### src/sv/escape_time_iteration_count_unit_defines.svh
// Assertion macros used by the RTL
`ifndef ESCAPE_TIME_ITERATION_COUNT_UNIT_DEFINES_SVH
`define ESCAPE_TIME_ITERATION_COUNT_UNIT_DEFINES_SVH

// same-cycle implication
`define ETIC_ASSERT_IMP(label, clk, rst_n, ante, cons) \
    label: assert property (@(posedge clk) disable iff (!rst_n) (ante) |-> cons) \
        else $error("etic: implication check failed");

// next-cycle implication
`define ETIC_ASSERT_NXT(label, clk, rst_n, ante, cons) \
    label: assert property (@(posedge clk) disable iff (!rst_n) (ante) |=> cons) \
        else $error("etic: next-cycle check failed");

`endif

### src/sv/etic_pkg.sv
package etic_pkg;

    localparam int COUNT_BITS_DEF     = 16;
    localparam int FRAC_BITS_DEF      = 16;
    localparam int LOG_TABLE_BITS_DEF = 8;

    localparam int ITER_W      = 16;
    localparam int RADIUS_W    = 32;
    localparam int COUNT_W     = 33;
    localparam int CFG_INDEX_W = 3;
    localparam int CFG_DATA_W  = 32;
    localparam int MODE_W      = 2;

    localparam int LQ          = 30;
    localparam int WEIGHT_BITS = 16;
    localparam int MULQ_SPLIT  = 16;
    localparam logic [LQ-1:0] LN2_Q30 = 30'd744261118;

    localparam logic [MODE_W-1:0]   COUNT_MODE_RST = 2'd0;
    localparam logic [RADIUS_W-1:0] ESC_RADIUS_RST = 32'd131072;
    localparam logic [RADIUS_W-1:0] ESC_POW_RST    = 32'd262144;
    localparam logic [RADIUS_W-1:0] INV_SPAN_RST   = 32'd32768;
    localparam logic [RADIUS_W-1:0] LOG_ESC_RST    = 32'd45426;
    localparam logic [RADIUS_W-1:0] INV_LOGP_RST   = 32'd94548;

    localparam logic signed [COUNT_W-1:0] OUT_MAX = 33'sh0_FFFF_FFFF;
    localparam logic signed [COUNT_W-1:0] OUT_MIN = 33'sh1_0000_0000;

    typedef enum logic [CFG_INDEX_W-1:0] {
        REG_COUNT_MODE   = 3'd0,
        REG_ESC_RADIUS   = 3'd1,
        REG_ESC_POW      = 3'd2,
        REG_INV_SPAN     = 3'd3,
        REG_LOG_ESC      = 3'd4,
        REG_INV_LOG_POW  = 3'd5
    } cfg_reg_e;

    typedef enum logic [MODE_W-1:0] {
        MODE_DISCRETE   = 2'd0,
        MODE_CONTINUOUS = 2'd1,
        MODE_SMOOTH     = 2'd2
    } mode_e;

    typedef struct packed {
        logic [ITER_W-1:0]   final_iteration;
        logic [RADIUS_W-1:0] final_radius;
    } in_item_t;

    typedef struct packed {
        logic signed [COUNT_W-1:0] count_value;
        logic                      escaped;
        logic                      saturated;
    } out_item_t;

    // log2 of a Q30 mantissa in [1,2) by repeated squaring
    function automatic logic [63:0] mant_log2(input logic [63:0] m_in);
        logic [63:0] m;
        logic [63:0] y;
        m = m_in;
        y = '0;
        for (int b = LQ - 1; b >= 0; b--) begin
            m = (m * m) >> LQ;
            if (m >= (64'd1 << (LQ + 1))) begin
                m    = m >> 1;
                y[b] = 1'b1;
            end
        end
        return y;
    endfunction

    function automatic logic [LQ:0] log_entry(input int i, input int tbits);
        logic [LQ:0]  r;
        logic [63:0]  m;
        if (i >= (1 << tbits)) begin
            r = (LQ + 1)'(1) << LQ;
        end
        else begin
            m = (64'd1 << LQ) + (64'(i) << (LQ - tbits));
            r = (LQ + 1)'(mant_log2(m));
        end
        return r;
    endfunction

endpackage

### src/sv/etic_mulq.sv
module etic_mulq
    import etic_pkg::*;
#(
    parameter int A_W   = 36,
    localparam int Y_W  = A_W + 1
)(
    input  logic           clk,
    input  logic [A_W-1:0] a,
    output logic [Y_W-1:0] y
);

    localparam int HI_W = A_W - MULQ_SPLIT + LQ;
    localparam int LO_W = MULQ_SPLIT + LQ;

    logic [HI_W-1:0] hi_prod;
    logic [LO_W-1:0] lo_prod;
    logic [Y_W-1:0]  y_next, y_reg;

    always_comb
    begin
        hi_prod = HI_W'(a[A_W-1:MULQ_SPLIT]) * HI_W'(LN2_Q30);
        lo_prod = LO_W'(a[MULQ_SPLIT-1:0]) * LO_W'(LN2_Q30);
        y_next  = Y_W'(hi_prod >> (LQ - MULQ_SPLIT)) + Y_W'(lo_prod >> LQ);
    end

    always_ff @(posedge clk)
    begin
        y_reg <= y_next;
    end

    assign y = y_reg;

endmodule
### config.mk
export PLATFORM = sky130hd
export DESIGN_NAME = etic_mulq
export DESIGN_NICKNAME = d
export VERILOG_FILES = /design/src/sv/escape_time_iteration_count_unit_defines.svh /design/src/sv/etic_pkg.sv /design/src/sv/etic_mulq.sv
export SDC_FILE = /design/constraint.sdc
export NUM_CORES = 1
export LEC_CHECK = 0
export ABC_AREA = 1
export ABC_CLOCK_PERIOD_IN_PS = 10000
export BUFFER_PORTS_ARGS = -buffer_cell sky130_fd_sc_hd__buf_4
export CAP_MARGIN = 20
export CORE_ASPECT_RATIO = 1.1
export CORE_MARGIN = 2
export CORE_UTILIZATION = 35
export DETAILED_ROUTE_END_ITERATION = 8
export PLACE_DENSITY_LB_ADDON = 0.12
export SLEW_MARGIN = 10
export SYNTH_ARGS = -nofsm -noshare
export SYNTH_HDL_FRONTEND = slang
export SYNTH_SLANG_ARGS = --single-unit
### constraint.sdc
create_clock -name clk -period 10 [get_ports clk]
set_input_delay 1 -clock clk [delete_from_list [all_inputs] [get_ports clk]]
set_output_delay 1 -clock clk [all_outputs]
set_load 0.01 [all_outputs]
==> metrics.md, run 1 <==
| Metric | Value |
|---|---|
| Drt initial violations | `725` |
| Final hold vios | `0` |
| Status | `finished, final reports clean` |
| Final setup violation count | `0` |
| Fill count | `6367` |
| Cell row count | `94` |
| Critical path launch point | `a[24]` |
| Clk sinks | `37` |
| Inserted Diodes | `0` |
| Grt ovf | `0` |
| DP HPWL | `63.1 mm` |
| Non-filler cells, final | `3623` |
| Initial antenna violation count | `1` |
| CP endpoint | `y[26]` |
| TNS Setup | `0 ns` |
| Die Y | `263 µm` |
| Clock-pin slew of the registers on the worst-case setup and hold paths | `0.06 ns` |
| Post-Synthesis Cell Area | `21300 µm²` |
| Die width | `239 µm` |
| CP Max Fanout | `7` |
| DRT Pass-1 Iters | `5` |
| Placed insts | `3615` |
| Routed Antenna Nets | `0` |
| Unrepaired setup endpoints after global routing | `no` |
| Post-CTS Resized | `0` |
| PortBufs | `73` |
| Max FFs per register | `37` |
| Total wire length | `67.2 mm` |
| Startpoint types | `primary input` |
| DIE AREA | `62900 µm²` |
| Via density | `4.64` |
| First-pass GRT wire length | `107 mm` |
| RePlAce Congestion | `0.925` |
| DR vias | `16827` |
| IO Pins | `74` |
| Highest Clock Rate | `119 MHz` |
| EDFF count, synth | `0` |
| Worst Tran Pin Value | `0.502 ns` |
| Tightest Hold Check Type | `register to primary output` |
| Vias in the first global route | `18735` |
| Core Region | `60100 µm²` |
| H-tree depth | `2` |
| Post-CTS Setup Bufs | `0` |
| Register area share after synthesis | `0.0347` |
| Slowest stage cell, crit path | `fa_1` |
| Total of max-cap violations | `0` |
| Largest net degree at the start of global routing | `14` |
| Top cells by area, synth | `fa_1 (32%), ha_1 (25%), inv_1 (14%)` |
| FFs w/ async S/R, synth | `0` |
| Yosys top cell area share | `0.325` |
| Initial Util | `0.355` |
| Synth top cells by count | `inv_1 (813), nand2_1 (500), ha_1 (432)` |
| Critical Path RT | `10.17 ns` |
| Crit path arrival time | `8.55 ns` |
| Period utilisation layout | `0.838` |
| Clk root buf | `clkbuf_16` |
| WS Path Type | `primary input to register` |
| Top FF cell, synth | `dfxtp_1` |
| Max Slew Vio Count | `0` |
| Residual DRC | `0` |
| Min Tclk post-route | `8.38 ns` |
| Yosys Warn Count | `0` |
| Layout area overhead | `8.00%` |
| Crit end category | `register` |
| Rel. slew slack | `0.665` |
| Count leader, synth | `inv_1` |
| CTS tree | `yes` |
| Layout Nets | `3621` |
| Most area-hungry cell type in the Yosys netlist | `fa_1` |
| Critical Path Max Stage Delay | `0.66 ns` |
| Tot GR Track Use | `0.225` |
| Mapped Nets | `3542` |
| Clk buf depth | `2` |
| Hold-fix buffers, CTS | `0` |
| Num CTS Buffers | `5` |
| Mapped Cells | `2727` |
| Synthesized flop and latch total | `37` |
| Syn Area/Cell | `7.82 µm²` |
| Post-synth cell types | `37` |
| Share of cells above drive strength 1 | `0.0509` |
| Wirelength per Cell | `18.5 µm` |
## cell type report
| cell class | count | area (µm²) | area share |
|---|---|---|---|
| clock inverters | 3 | 17.5 | 0.000760 |
| multi-input cells | 1864 | 17500 | 0.759 |
| inverters | 825 | 3100 | 0.134 |
| clock buffers | 5 | 125 | 0.00543 |
| flip-flops and latches | 37 | 741 | 0.0322 |
| well taps | 816 | 1020 | 0.0443 |
| repair buffers | 73 | 548 | 0.0238 |
## worst min-delay path by stage
stage	end	slack [ns]	start	cells after the start
after detailed placement	y[22]	1.39	y[22]	1
after global placement	y[22]	1.40	y[22]	1
after global routing	y[27]	1.72	y[27]	1
after CTS	y[25]	1.70	y[25]	1
after floorplan	y[0]	1.30	y[0]	0
final	y[25]	1.69	y[25]	1
## logic make-up after synthesis
family          count (synthesis)  share of synthesized area
simple gates                  829                      0.164
buf+inv                       826                      0.145
flops                          37                     0.0347
xor+xnor                       68                     0.0279
fa+ha+maj                     778                      0.578
compound gates                189                     0.0493
## metal layers
metal  routed length [µm]  global-route usage
met5                   11                   0
met4                 2840              0.0779
met3                 1420              0.0111
met2                35300               0.423
met1                27600               0.269
## layout by cell type (no fill, tap or decap), types with 9 or more instances in the layout
cell and n:
nand2_2 16, dfxtp_1 37, a21o_1 10, nand4_1 24, nor2_2 21, ha_1 432
buf_4 73, inv_1 813, a31oi_1 9, xnor2_1 19, fa_1 346, nand3_1 81
nand2_1 500, xor2_1 49, a21oi_1 101, nor2_1 153, inv_2 10, o21ai_0 42
nor3_1 14
## critical path, delay by kind of cell
family / cells / cell delay [ns]
simple gates: 12 / 1.45
fa+ha+maj: 9 / 4.24
xor+xnor: 2 / 0.57
compound gates: 2 / 0.47
buf+inv: 10 / 0.83
## through the flow
step	setup WS [ns]	area, µm²	hold slack [ns]	utilization
after floorplan	2.32	21300	1.30	-
after global placement	1.28	22900	1.40	0.381
after detailed placement	1.36	22900	1.39	0.381
after CTS	1.55	23000	1.70	0.383
after global routing	1.04	23000	1.72	0.383
final	1.62	23000	1.69	0.383
Power of run 1 is not shown: default switching activity piles up to over one toggle a cycle in this logic, so the estimate is an artifact.
==> run 2: changes to the inputs <==
--- a/config.mk
+++ b/config.mk
@@ -6,7 +6,7 @@
 export NUM_CORES = 1
 export LEC_CHECK = 0
 export ABC_AREA = 1
-export ABC_CLOCK_PERIOD_IN_PS = 10000
+export ABC_CLOCK_PERIOD_IN_PS = 8200
 export BUFFER_PORTS_ARGS = -buffer_cell sky130_fd_sc_hd__buf_4
 export CAP_MARGIN = 20
 export CORE_ASPECT_RATIO = 1.1
==> constraint.sdc (replaced) <==
create_clock -name clk -period 8.2 [get_ports clk]
set_input_delay 0.82 -clock clk [delete_from_list [all_inputs] [get_ports clk]]
set_output_delay 0.82 -clock clk [all_outputs]
set_load 0.01 [all_outputs]
==> metrics.md, run 2 (synthesized netlist as in run 1, its figures left out) <==
| Metric | Value |
|---|---|
| RePlAce Congestion | `0.926 (about the same)` |
| Share of cells above drive strength 1 | `0.0824 (+0.0315)` |
| Routed Antenna Nets | `0 (unchanged)` |
| Status | `finished, final reports clean` |
| Max FFs per register | `37 (unchanged)` |
| Startpoint types | `primary input` |
| DIE AREA | `62900 µm² (unchanged)` |
| Most common cell after layout, fill and taps aside | `inv_1` |
| Clock-pin slew of the registers on the worst-case setup and hold paths | `0.06 ns (about the same)` |
| Largest net degree at the start of global routing | `14 (unchanged)` |
| Core Region | `60100 µm² (unchanged)` |
| Fill count | `6387 (+0.31%)` |
| Worst Tran Pin Value | `0.475 ns (-0.0271 ns)` |
| Min Tclk post-route | `7.74 ns` |
| Hold-fix buffers, CTS | `0 (unchanged)` |
| Critical Path Max Stage Delay | `0.60 ns (-0.06 ns)` |
| Final hold vios | `0 (unchanged)` |
| H-tree depth | `2 (unchanged)` |
| Unrepaired setup endpoints after global routing | `no` |
| Layout area overhead | `11.0%` |
| DR vias | `17025 (+1.2%)` |
| Inserted Diodes | `0 (unchanged)` |
| Seq. cell area | `741 µm² (unchanged)` |
| Layout Nets | `3689 (+1.9%)` |
| Crit path arrival time | `7.91 ns (-0.64 ns)` |
| Initial Util | `0.355 (unchanged)` |
| WS Path Type | `primary input to register` |
| Clk buf depth | `2 (unchanged)` |
| Total of max-cap violations | `0 (unchanged)` |
| Slowest stage cell, crit path | `fa_1` |
| Clk sinks | `37 (unchanged)` |
| TNS Setup | `0 ns (unchanged)` |
| Commonest non-fill, non-tap cells in the layout | `inv_1 (813), nand2_1 (496), ha_1 (423), fa_1 (345), nor2_1 (149)` |
| Critical Path RT | `8.38 ns (-1.79 ns)` |
| DP HPWL | `63.5 mm (+0.55%)` |
| CTS tree | `yes` |
| Via density | `4.61 (-0.69%)` |
| Critical path launch point | `a[30]` |
| Highest Clock Rate | `129 MHz` |
| Critical path's most frequent cell | `inv_1` |
| Crit end category | `register` |
| Clk root buf | `clkbuf_16` |
| Initial antenna violation count | `0 (-1)` |
| PortBufs | `73 (unchanged)` |
| Tightest Hold Check Type | `register to primary output` |
| Rel. slew slack | `0.683 (+0.0181)` |
| Multi-input combinational cell area | `17600 µm² (+0.70%)` |
| Drt initial violations | `710 (-2.1%)` |
| Num CTS Buffers | `5 (unchanged)` |
| DRT Pass-1 Iters | `6 (+1)` |
| Period utilisation layout | `0.944` |
| Die Y | `263 µm (unchanged)` |
| Die width | `239 µm (unchanged)` |
| First-pass GRT wire length | `108 mm (+0.92%)` |
| Cell row count | `94 (unchanged)` |
| Residual DRC | `0 (unchanged)` |
| CP Max Fanout | `4 (-3)` |
| Final setup violation count | `0 (unchanged)` |
| Total wire length | `67.8 mm (+0.85%)` |
| Hold Startpoint | `y[27]` |
| Max Slew Vio Count | `0 (unchanged)` |
| Vias in the first global route | `18878 (+0.76%)` |
| IO Pins | `74 (unchanged)` |
| Grt ovf | `0 (unchanged)` |
| Tot GR Track Use | `0.227 (+0.00203)` |
| Wirelength per Cell | `18.4 µm (-1.0%)` |
run 2: cell types whose count changed in the layout (fill, tap and decap cells not counted), moves of 5 or more:
cell	delta
buf_4	+68
ha_1	-9
ha_2	+6
a21oi_2	+5
a21oi_1	-5
run 2: final timing paths:
kind / to / slack (ns) / cells past startpoint
max: y[26] / 0.46 / 34
min: y[27] / 1.52 / 1
run 2: per-stage QoR:
stage / util / setup slack, ns / area [µm²] / hold WS (ns) / instances
6_report: 0.394 / 0.461 / 23700 / 1.52 / 3691
5_1_grt: 0.394 / 0.0355 / 23700 / 1.54 / 3691
4_1_cts: 0.391 / 0.297 / 23500 / 1.53 / 3686
3_5_place_dp: 0.389 / 0.0449 / 23400 / 1.22 / 3678
3_3_place_gp: 0.389 / 0.0735 / 23400 / 1.22 / 3678
2_1_floorplan: - / 0.699 / 21300 / 1.12 / 2727
run 2: worst max-delay path: cells and delay by family:
family                     cells  cell delay, ns
buffers and inverters         10            0.70
adders and majority gates      9            4.50
xor gates and xnor gates       2            0.36
and+or+nand+nor               12            1.42
AOI/OAI and AO/OA              1            0.10
run 2: layer usage:
layer	track usage	wire length (µm)
met1	0.275	28300
met2	0.428	35600
met3	0.00840	1220
met4	0.0709	2600
met5	0	0
run 2: what timing repair did:
| action | in CTS | in global routing |
|---|---|---|
| resized for setup | 0 | 31 |
| setup buffers | 0 | 5 |
| setup endpoints to repair | 0 | 14 |
run 2: final cells by class:
type	instances	share of cell area
Clock buffer	5	0.00529
Inverter	825	0.131
Timing Repair Buffer	141	0.0447
Clock inverter	3	0.000740
Sequential cell	37	0.0313
Multi-Input combinational cell	1864	0.744
Tap cell	816	0.0431
Power of run 2 is left out for the same reason.
==> run 3: changes to the inputs <==
--- a/config.mk
+++ b/config.mk
@@ -5,13 +5,13 @@
 export SDC_FILE = /design/constraint.sdc
 export NUM_CORES = 1
 export LEC_CHECK = 0
-export ABC_AREA = 1
 export ABC_CLOCK_PERIOD_IN_PS = 8200
 export BUFFER_PORTS_ARGS = -buffer_cell sky130_fd_sc_hd__buf_4
 export CAP_MARGIN = 20
 export CORE_ASPECT_RATIO = 1.1
 export CORE_MARGIN = 2
 export CORE_UTILIZATION = 35
+export CTS_BUF_LIST = sky130_fd_sc_hd__clkbuf_4
 export DETAILED_ROUTE_END_ITERATION = 8
 export PLACE_DENSITY_LB_ADDON = 0.12
 export SLEW_MARGIN = 10
==> metrics.md, run 3 <==
| Metric | Value |
|---|---|
| WS Path Type | `primary input to register` |
| WHS | `1.46 ns (-0.0591 ns)` |
| Synth top cells by count | `inv_1 (559), ha_1 (432), fa_1 (346)` |
| Yosys top cell area share | `0.364 (+0.0392)` |
| DRT Pass-1 Iters | `5 (-1)` |
| CP Max Fanout | `5 (+1)` |
| Share of cells above drive strength 1 | `0.232 (+0.150)` |
| Post-synth cell types | `70 (+89%)` |
| DR vias | `14484 (-15%)` |
| Core Region | `53700 µm² (-11%)` |
| DP HPWL | `49.9 mm (-21%)` |
| TNS Setup | `-0.0309 ns (-0.0309 ns)` |
| Unrepaired setup endpoints after global routing | `yes` |
| Register area share after synthesis | `0.0389 (+0.00420)` |
| Grt ovf | `0 (unchanged)` |
| Count leader, synth | `inv_1` |
| Crit path arrival time | `8.55 ns (+0.64 ns)` |
| Startpoint types | `primary input` |
| Total wire length | `53.6 mm (-21%)` |
| Critical Path Max Stage Delay | `0.67 ns (+0.07 ns)` |
| Worst Tran Pin Value | `0.582 ns (+0.107 ns)` |
| Total of max-cap violations | `0 (unchanged)` |
| Die width | `226 µm (-5.4%)` |
| Post-Synthesis Cell Area | `19000 µm² (-11%)` |
| Max Slew Vio Count | `0 (unchanged)` |
| Hold-fix buffers, CTS | `0 (unchanged)` |
| PortBufs | `73 (unchanged)` |
| Critical Path RT | `8.52 ns (+0.14 ns)` |
| Clk root buf | `clkbuf_4` |
| Period utilisation layout | `1.00 (+0.0600)` |
| Layout area overhead | `24.9%` |
| Final setup violation count | `1 (+1)` |
| Slowest stage cell, crit path | `fa_2` |
| Rel. slew slack | `0.609 (-0.0741)` |
| Finished Core Util | `0.443 (+0.0489)` |
| Tightest Hold Check Type | `primary input to register` |
| Die Y | `249 µm (-5.5%)` |
| Top delay family on crit path | `adder cells` |
| Via density | `4.62 (about the same)` |
| Clk sinks | `37 (unchanged)` |
| CTS tree | `yes` |
| Status | `complete, but fails checks` |
| Yosys Warn Count | `0 (unchanged)` |
| Wirelength per Cell | `17.1 µm (-6.9%)` |
| Top cells by area, synth | `fa_1 (36%), ha_1 (28%), inv_1 (11%)` |
| Max FFs per register | `37 (unchanged)` |
| Num CTS Buffers | `5 (unchanged)` |
| Final hold vios | `0 (unchanged)` |
| Synthesized flop and latch total | `37 (unchanged)` |
| Clock-pin slew of the registers on the worst-case setup and hold paths | `0.15 ns (+0.09 ns)` |
| First-pass GRT wire length | `87.5 mm (-19%)` |
| DIE AREA | `56200 µm² (-11%)` |
| Min Tclk post-route | `8.23 ns (+0.492 ns)` |
| Initial antenna violation count | `1 (+1)` |
| Syn Area/Cell | `9.62 µm² (+23%)` |
| Crit end category | `register` |
| H-tree depth | `2 (unchanged)` |
| Initial Util | `0.355 (about the same)` |
| Routed Antenna Nets | `0 (unchanged)` |
| Cell row count | `89 (-5.3%)` |
| Clk buf depth | `2 (unchanged)` |
| Mapped Nets | `2793 (-21%)` |
| Layout Nets | `3223 (-13%)` |
| Residual DRC | `0 (unchanged)` |
| Tot GR Track Use | `0.199 (-0.0277)` |
| Drt initial violations | `448 (-37%)` |
| Most common cell after layout, fill and taps aside | `inv_1` |
| Commonest non-fill, non-tap cells in the layout | `inv_1 (552), buf_4 (438), ha_1 (426), fa_1 (335), a21oi_1 (61)` |
| Top FF cell, synth | `dfxtp_1` |
| Worst Setup Slack, final | `-0.0309 ns (-0.492 ns)` |
| Crit path buffers/inverters | `8 (-2)` |
| Largest net degree at the start of global routing | `14 (unchanged)` |
| Vias in the first global route | `16200 (-14%)` |
| IO Pins | `74 (unchanged)` |
| Mapped Cells | `1978 (-27%)` |
| Most area-hungry cell type in the Yosys netlist | `fa_1` |
| FFs w/ async S/R, synth | `0 (unchanged)` |
| EDFF count, synth | `0 (unchanged)` |
| RePlAce Congestion | `0.921 (-0.56%)` |
| Failing checks | `negative setup slack` |
| Highest Clock Rate | `121 MHz (-6.0%)` |
[run 3: cell count changes in the layout (fill, tap and decap cells not counted), moves of 11 or more]
cell / change
nand2_1: -449
nand2_2: -17
xnor2_1: +26
nor2_1: -104
nor2_2: -20
xor2_1: -17
inv_1: -261
a21o_1: +31
a21oi_1: -35
o21ai_0: -11
nand3_1: -63
and3_1: +12
buf_4: +297
[run 3: final cells by class]
type	count	area (µm²)
clock inverter	3	46.3
clock buffer	5	37.5
timing repair buffer	447	3390
multi-input combinational	1357	16500
tap	728	911
sequential	37	741
antenna	1	2.50
inverter	560	2100
fill	5342	29900
[run 3: kinds of logic (layout without fill, tap and decap cells)]
family,count (synthesis),count (layout),share of synthesized area
AND/OR/NAND/NOR,239,239,0.0646
XOR/XNOR,84,84,0.0391
other,0,1,0
flip-flops,37,37,0.0389
adder cells (fa/ha/maj),778,778,0.648
buffers and inverters,584,1015,0.116
AO/OA/AOI/OAI,256,256,0.0932
[run 3: stage by stage]
stage          setup WS [ns]  std cells  cell area, µm²
2_1_floorplan         -0.158       1978           19100
3_3_place_gp          -0.686       3109           23100
3_5_place_dp          -0.805       3109           23100
4_1_cts               -0.147       3126           23300
5_1_grt               -0.326       3138           23800
6_report             -0.0309       3138           23800
[run 3: what timing repair did]
item	CTS	global route
pin swaps	16	40
gates cloned	0	0
setup endpoints to repair	16	23
gates resized for setup	12	94
setup buffers	9	11
[run 3: path summary, 6_finish.rpt]
path                   from  endpoint  slack [ns]  cells past startpoint
worst max-delay path  a[13]     y[32]       -0.03                     35
worst min-delay path  a[35]     y[35]        1.46                      7
[run 3: layer usage]
metal	GRT usage	vias to the layer above	routed length [µm]
met4	0.0295	0	814
met2	0.362	142	27200
met5	0	-	0
met1	0.267	7127	24700
li1	-	7178	-
met3	0.00473	37	860
Power of run 3 is left out for the same reason.
